<file path="src/rtl/ffha_ram.sv">
module ffha_ram #(
	parameter int unsigned WIDTH = 8,
	parameter int unsigned DEPTH = 64
) (
	input  logic                     clk,
	input  logic                     we,
	input  logic [$clog2(DEPTH)-1:0] waddr,
	input  logic [WIDTH-1:0]         wdata,
	input  logic                     re,
	input  logic [$clog2(DEPTH)-1:0] raddr,
	output logic [WIDTH-1:0]         rdata
);

	logic [WIDTH-1:0] mem_q [DEPTH];
	logic [WIDTH-1:0] rdata_q;

	always_ff @(posedge clk) begin
		if (we) begin
			mem_q[waddr] <= wdata;
		end
		if (re) begin
			rdata_q <= mem_q[raddr];
		end
	end

	assign rdata = rdata_q;

endmodule

</file>
<file path="config.mk">
export PLATFORM = sky130hd
export DESIGN_NAME = ffha_ram
export DESIGN_NICKNAME = d
export VERILOG_FILES = /design/src/rtl/ffha_ram.sv
export SDC_FILE = /design/constraint.sdc
export NUM_CORES = 1
export LEC_CHECK = 0
export ABC_CLOCK_PERIOD_IN_PS = 1960
export BUFFER_PORTS_ARGS = -buffer_cell sky130_fd_sc_hd__buf_2
export CELL_PAD_IN_SITES_DETAIL_PLACEMENT = 1
export CELL_PAD_IN_SITES_GLOBAL_PLACEMENT = 1
export CORE_MARGIN = 3
export CORE_UTILIZATION = 50
export DETAILED_ROUTE_END_ITERATION = 8
export GPL_TIMING_DRIVEN = 0
export PLACE_DENSITY = 0.82
export SETUP_SLACK_MARGIN = 0.2
export SYNTH_ARGS = -nofsm -noshare
export SYNTH_HDL_FRONTEND = slang
export SYNTH_SLANG_ARGS = --single-unit
</file>
<file path="constraint.sdc">
create_clock -name clk -period 1.96 [get_ports clk]
set_input_delay 0.098 -clock clk [delete_from_list [all_inputs] [get_ports clk]]
set_output_delay 0.098 -clock clk [all_outputs]
set_load 0.01 [all_outputs]
</file>
Word level (Yosys, flattened, before mapping) --
Memory sizes are Yosys's and may differ from the RTL's. A register that Yosys moved wholly into a read port is not among the register bits. Cells that the tools add are included.
Word-level totals: memories kept 1, bits in writable memories 512, logic and storage cells 3, register bits 0
Memory list:
- mem_q | depth 64, width 8, rd ports 1, clocked after Yosys merged registers in 1, wr ports 1, line 14 | logic [WIDTH-1:0] mem_q [DEPTH];
Cells by class: mux-type cells 2
Operators by type and width (count):
- 2-to-1 mux 1 bit | 2

Depth between registers and ports, before layout --
Gate-level depths: netlist of the first run.
depth in word-level cells 2, mapped depth 9, depth with buffers taken out 5

Least setup slack after synthesis of the first run --
Ideal clock, no wire load.
path type input port to flip-flop, from input port raddr[1], to register rdata_q[3], in the netlist rdata[3], read port of mem_q (data pin), required time 1.694 ns, path slack 0.056 ns, arrival time 1.638 ns, setup time 0.266 ns, stages 7, buffers on the path 3, cells stage by stage buf_4 > buf_2 > buf_2 > mux4_2 > mux4_2 > o21ai_1 > o41ai_1
RTL lines:
- from (decl) | line 10 | input logic [$clog2(DEPTH)-1:0] raddr,
- to (decl) | line 15 | logic [WIDTH-1:0] rdata_q;

==> impl_metrics.json, run 1 <==
{
  "synth_edf_count": 520,
  "p_per_area_nw_per_um2": 997,
  "yosysWarnings": 0,
  "post-route-cell-area_um2": 23200,
  "violations": "negative setup slack",
  "start_kind": "register",
  "nNetsFinal": 1041,
  "synth-async-reset-ratio_pct": 0,
  "hold_class": "in -> reg",
  "die-height_um": 207,
  "n_fill_cell": 3378,
  "cts-htree-levels": 2,
  "cp_data_arrival_time_ns": 2.42,
  "slew_viol_final": 0,
  "antennaDiodeCount": 0,
  "drt_iter0_markers": 1342,
  "p_seq_share_pct": 53.6,
  "drive_above_1_share_pct": 33.9,
  "grt_pass1_wl_um": 79300,
  "synth_ff_type": "edfxtp_1",
  "synth_cells": 940,
  "regArea_um2": 15600,
  "ios": 31,
  "tritoncts": "built",
  "hold-path-cell-count": 2,
  "worst_setup_path_end_kind": "register",
  "worst_pin_slew_ns": 1.38,
  "die_x_um": 207,
  "row_count": 73,
  "final_util_pct": 58.2,
  "grt_max_degree": 65,
  "start_util_pct": 50.8,
  "min_period_over_period_pct": 107,
  "synth_area_um2": 20200,
  "cts_root_buffer": "clkbuf_16",
  "status": "finished with violations",
  "antenna_found_initial": 0,
  "cellLeakagePower_nw": 7.10,
  "io_buffers": 22,
  "setup_ws_ns": -0.134,
  "setup-violations-final": 7,
  "drc": 0,
  "drtAntennaViolNets": 0,
  "ys_ff_latch": 520,
  "dr.pass1.iters": 5,
  "wl_per_cell_um": 34.2,
  "synth_nets": 963,
  "most-common-layout-cells": "edfxtp_1, mux4_2, clkbuf_16, nor2_2, buf_2",
  "fin_worst_skew_ns": 0.0235,
  "placed_area_um2": 21100,
  "areaGrowthSynthToFinish_pct": 14.4,
  "combPwrFrac_pct": 5.9,
  "die-area_um2": 42900,
  "synth_cell_types": 39,
  "first_global_vias": 11100,
  "clockBufferDepth": 3,
  "slew_headroom_pct": 8.10,
  "hold_violations": 0,
  "r2r_setup_slack_ns": -0.13,
  "final_common_cell": "edfxtp_1",
  "path_max_fanout": 1,
  "clkSinkCount": 520,
  "clk_latency_ns": 0.58,
  "drv_cap": 0,
  "syn_avg_cell_area_um2": 21.5,
  "p_int_w": 0.0181,
  "max_freq_mhz": 478,
  "path_class": "reg -> reg",
  "wirelength_um": 54100,
  "rsz0062_at_grt": "true",
  "required_ns": 2.29,
  "p_sw_share_pct": 21.7,
  "clkTransAtPathRegs_ns": 0.07,
  "core_um2": 39800,
  "ys_seq_area_share_pct": 77.1,
  "multiInputGateArea_um2": 4800,
  "pwr-share-clk_pct": 40.6,
  "place.gp.congestion": 0.895,
  "dr_total_vias": 10300,
  "post-dp-hpwl_um": 33700,
  "cts_made_buffers": 50,
  "switching_power_w": 0.00501,
  "min_period_ns": 2.09,
  "grt-ovfl-total": 0,
  "grt_use_total_pct": 25.3,
  "ir_worst_vdd_v": 0.000928,
  "ff2ff_path_depth": 5,
  "vias_per_cell": 6.51
}
-- registers in the layout (all words and copies together) (netlist names) --
| register | cells |
|---|---|
| mem_q | 512 |
| rdata | 8 |
-- kinds of logic after synthesis --
| kind of cell | share of synthesized area (%) |
|---|---|
| flops | 77.1 |
| mux | 15.9 |
| simple gates | 3.37 |
| compound gates | 2.06 |
| buf+inv | 1.56 |
-- final cells by class --
cell class | count | area share [%]
clock inverter | 34 | 1.13
timing repair buffer | 26 | 0.616
tap | 525 | 2.84
clock buffer | 58 | 5.62
buffer | 51 | 1.64
sequential | 520 | 67.4
multi-input combinational | 369 | 20.7
-- cell usage after synthesis, drive strengths merged (3+ instances only) --
| master | count | share of area, % |
|---|---|---|
| o21ai | 4 | 0.099 |
| nor2b | 14 | 0.43 |
| nor2 | 83 | 1.5 |
| o22ai | 8 | 0.25 |
| mux2i | 23 | 1.1 |
| mux2 | 13 | 0.72 |
| a22oi | 3 | 0.11 |
| a211oi | 4 | 0.15 |
| nand2 | 19 | 0.35 |
| a221oi | 6 | 0.26 |
| clkbuf | 17 | 0.32 |
| nand3b | 3 | 0.11 |
| nor3 | 7 | 0.17 |
| o2111ai | 3 | 0.13 |
| mux4 | 126 | 14 |
| buf | 34 | 1.2 |
| o2bb2ai | 3 | 0.13 |
| edfxtp | 520 | 77 |
| a21oi | 3 | 0.074 |
| nand3 | 13 | 0.32 |
| o221ai | 8 | 0.35 |
| nand2b | 7 | 0.22 |
-- path summary, 6_finish.rpt --
check                         start            endpoint
min reg2reg  mem_q[18][1]$_DFFE_PP_  rdata[1]$_DFFE_PP_
max reg2reg  mem_q[15][1]$_DFFE_PP_  rdata[1]$_DFFE_PP_
max          mem_q[15][1]$_DFFE_PP_  rdata[1]$_DFFE_PP_
min                        raddr[5]  rdata[5]$_DFFE_PP_
-- metal layers --
metal / routed length (um) / up-vias / share of wire (%) / GRT usage, %
li1: - / 4102 / - / -
met1: 20400 / 5468 / 38 / 34.6
met2: 27200 / 623 / 50 / 41.3
met3: 4660 / 116 / 8.6 / 4.79
met4: 1760 / 0 / 3.3 / 8.97
met5: 0 / - / 0 / 0
-- metrics by stage --
step	power, W	setup TNS [ns]	hold WS [ns]	std cells	setup slack (ns)
CTS	0.0231	-2.65	0.0298	1580	-0.114
finish	0.0231	-0.631	0.0696	1583	-0.134
floorplan	0.0133	0	0.197	940	0.172
global placement	0.0138	-123.55	0.487	1487	-0.880
global route	0.0237	-0.823	0.0616	1583	-0.139
detailed placement	0.0139	-169.91	0.494	1487	-0.896
-- critical path, cell delays in order (launching register included) --
cell and delay (ns):
edfxtp_1 0.38, mux4_2 0.51, mux4_2 0.57, nor2_2 0.15, nor3_2 0.09, o2bb2ai_2 0.16
-- power by group through the flow --
| stage | Combinational, W | Clock (W) | Sequential (W) |
|---|---|---|---|
| global route | 0.00142 | 0.00988 | 0.0124 |
| global placement | 0.00118 | 0 | 0.0126 |
| detailed placement | 0.00124 | 0 | 0.0126 |
| floorplan | 0.000678 | 0 | 0.0126 |
| finish | 0.00136 | 0.00937 | 0.0124 |
| CTS | 0.00131 | 0.00941 | 0.0124 |
-- what timing repair did --
item                                   in CTS  in global routing
hold buffers                                1                  0
setup buffers                               0                  2
endpoints found under the hold margin       8                  0
resized for setup                          76                 52
setup endpoints to repair                 274                320
pin swaps                                   3                  1
Power figures use the tool's default switching activity.
==> run 2, diff against run 1 <==
--- a/config.mk
+++ b/config.mk
@@ -9,6 +9,7 @@
 export BUFFER_PORTS_ARGS = -buffer_cell sky130_fd_sc_hd__buf_2
 export CELL_PAD_IN_SITES_DETAIL_PLACEMENT = 1
 export CELL_PAD_IN_SITES_GLOBAL_PLACEMENT = 1
+export CORE_ASPECT_RATIO = 0.7
 export CORE_MARGIN = 3
 export CORE_UTILIZATION = 50
 export DETAILED_ROUTE_END_ITERATION = 8
==> impl_metrics.json, run 2 (synthesis gave the netlist of run 1 again) <==
{
  "status": "finished with violations",
  "violations": "negative setup slack",
  "post-dp-hpwl_um": 35100,
  "regArea_um2": 15600,
  "path_class": "in -> reg",
  "clkSinkCount": 520,
  "clockBufferDepth": 3,
  "final_common_cell": "edfxtp_1",
  "wirelength_um": 54200,
  "largest_reg_flops": 512,
  "drtAntennaViolNets": 0,
  "drt_iter0_markers": 1510,
  "cts-htree-levels": 2,
  "cp.buffers_inverters": 4,
  "cpMostUsedCell": "buf_4",
  "multiInputGateArea_um2": 4690,
  "drive_above_1_share_pct": 32.9,
  "path_max_fanout": 10,
  "cts_made_buffers": 47,
  "wl_per_cell_um": 34.2,
  "crit_cells": 8,
  "min_period_over_period_pct": 108,
  "r2r_start": "mem_q[7][1]$_DFFE_PP_",
  "die_x_um": 247,
  "clkTransAtPathRegs_ns": 0.07,
  "io_buffers": 22,
  "setup-violations-final": 7,
  "cpPeakStageDelay_ns": 0.50,
  "ff2ff_path_depth": 5,
  "dr.pass1.iters": 5,
  "path_cells": "buf_4 > buf_2 > buf_4 > buf_4 > nor2_1 > nor4_1 > nor3_2 > o32ai_1",
  "min_period_ns": 2.11,
  "dp.cells": 1497,
  "most-common-layout-cells": "edfxtp_1, mux4_2, clkbuf_16, nor2_2",
  "fin_cells": 1583,
  "antenna_found_initial": 2,
  "hold_class": "in -> reg",
  "cp-startpoint": "raddr[1]",
  "fin_worst_skew_ns": 0.0200,
  "core_um2": 39800,
  "slew_headroom_pct": 8.28,
  "required_ns": 2.27,
  "start_kind": "input pin",
  "row_count": 61,
  "grt_use_total_pct": 25.8,
  "drc": 0,
  "r2r_setup_slack_ns": -0.13,
  "max_freq_mhz": 474,
  "die-height_um": 174,
  "hold-path-cell-count": 2,
  "tritoncts": "built",
  "n_fill_cell": 3358,
  "die-area_um2": 43000,
  "grt-ovfl-total": 0,
  "top_register": "mem_q",
  "dr_total_vias": 10300,
  "cts_setup_buffers": 0,
  "worst_setup_path_end_kind": "register",
  "clk_latency_ns": 0.58,
  "slew_viol_final": 0,
  "cp_top_family": "buffers and inverters",
  "place.gp.congestion": 0.938,
  "cpMaxStageDelayCell": "o32ai_1",
  "rsz0062_at_grt": "true",
  "cp_data_arrival_time_ns": 2.42,
  "nNetsFinal": 1035,
  "ir_worst_vdd_v": 0.000932,
  "areaGrowthSynthToFinish_pct": 13.9,
  "cellLeakagePower_nw": 7.09,
  "grt_pass1_wl_um": 77800,
  "setup_ws_ns": -0.151,
  "grt_max_degree": 65,
  "fin_setup_tns_ns": -0.842,
  "first_global_vias": 10700,
  "vias_per_cell": 6.50,
  "hold_violations": 0,
  "ios": 31,
  "p_per_area_nw_per_um2": 1010,
  "hp-start": "raddr[5]",
  "cts_root_buffer": "clkbuf_16",
  "worst_pin_slew_ns": 1.38,
  "drv_cap": 0,
  "start_util_pct": 50.8
}
## run 2: cell type report
class                   count  area share [%]
flip-flops and latches    520            67.7
multi-input cells         369            20.3
clock buffers              56            5.25
well taps                 535            2.90
plain buffers              51            1.64
clock inverters            28            1.62
repair buffers             23           0.521
diodes                      1          0.0109
## run 2: final timing paths
kind,endpoint
worst max-delay path,rdata[4]$_DFFE_PP_
worst min register to register,rdata[3]$_DFFE_PP_
worst min-delay path,rdata[3]$_DFFE_PP_
worst max register to register,rdata[1]$_DFFE_PP_
## run 2: per-stage QoR
| stage | util, % | cell area (um2) | total power [W] | hold WS [ns] | setup slack, ns |
|---|---|---|---|---|---|
| 2_1_floorplan | - | 20300 | 0.0133 | 0.197 | 0.172 |
| 3_3_place_gp | 53.0 | 21100 | 0.0138 | 0.436 | -0.804 |
| 3_5_place_dp | 53.0 | 21100 | 0.0139 | 0.451 | -0.897 |
| 4_1_cts | 57.6 | 22900 | 0.0234 | 0.0370 | -0.122 |
| 5_1_grt | 57.9 | 23100 | 0.0240 | 0.0377 | -0.172 |
| 6_report | 57.9 | 23100 | 0.0234 | 0.0753 | -0.151 |
## run 2: layer usage
metal  up-vias  global-route usage [%]  part of all wire, %
met2       661                    37.2                   45
li1       4080                       -                    -
met3        98                    8.79                   13
met1      5448                    38.1                   40
met5         -                       0                    0
met4         0                    7.01                  2.6
## run 2: power by group
part | leakage, nW | switching (W) | internal [W] | total [W]
sequential | 4.69 | 0.0000232 | 0.0123 | 0.0124
combinational | 1.62 | 0.000910 | 0.000467 | 0.00138
clock | 0.778 | 0.00404 | 0.00560 | 0.00964
total | 7.09 | 0.00497 | 0.0184 | 0.0234
## run 2: repair_timing
action	CTS	global route
gates resized for setup	71	32
setup endpoints to repair	262	128
hold buffers	1	0
hold endpoints to repair	8	0
pin swaps	3	1
## run 2: worst register-to-register path, cell delays in order, from the launching register on
cell and delay, ns:
edfxtp_1 0.39, mux4_2 0.53, mux4_2 0.55, nor2_2 0.12
nor3_2 0.06, o2bb2ai_2 0.18
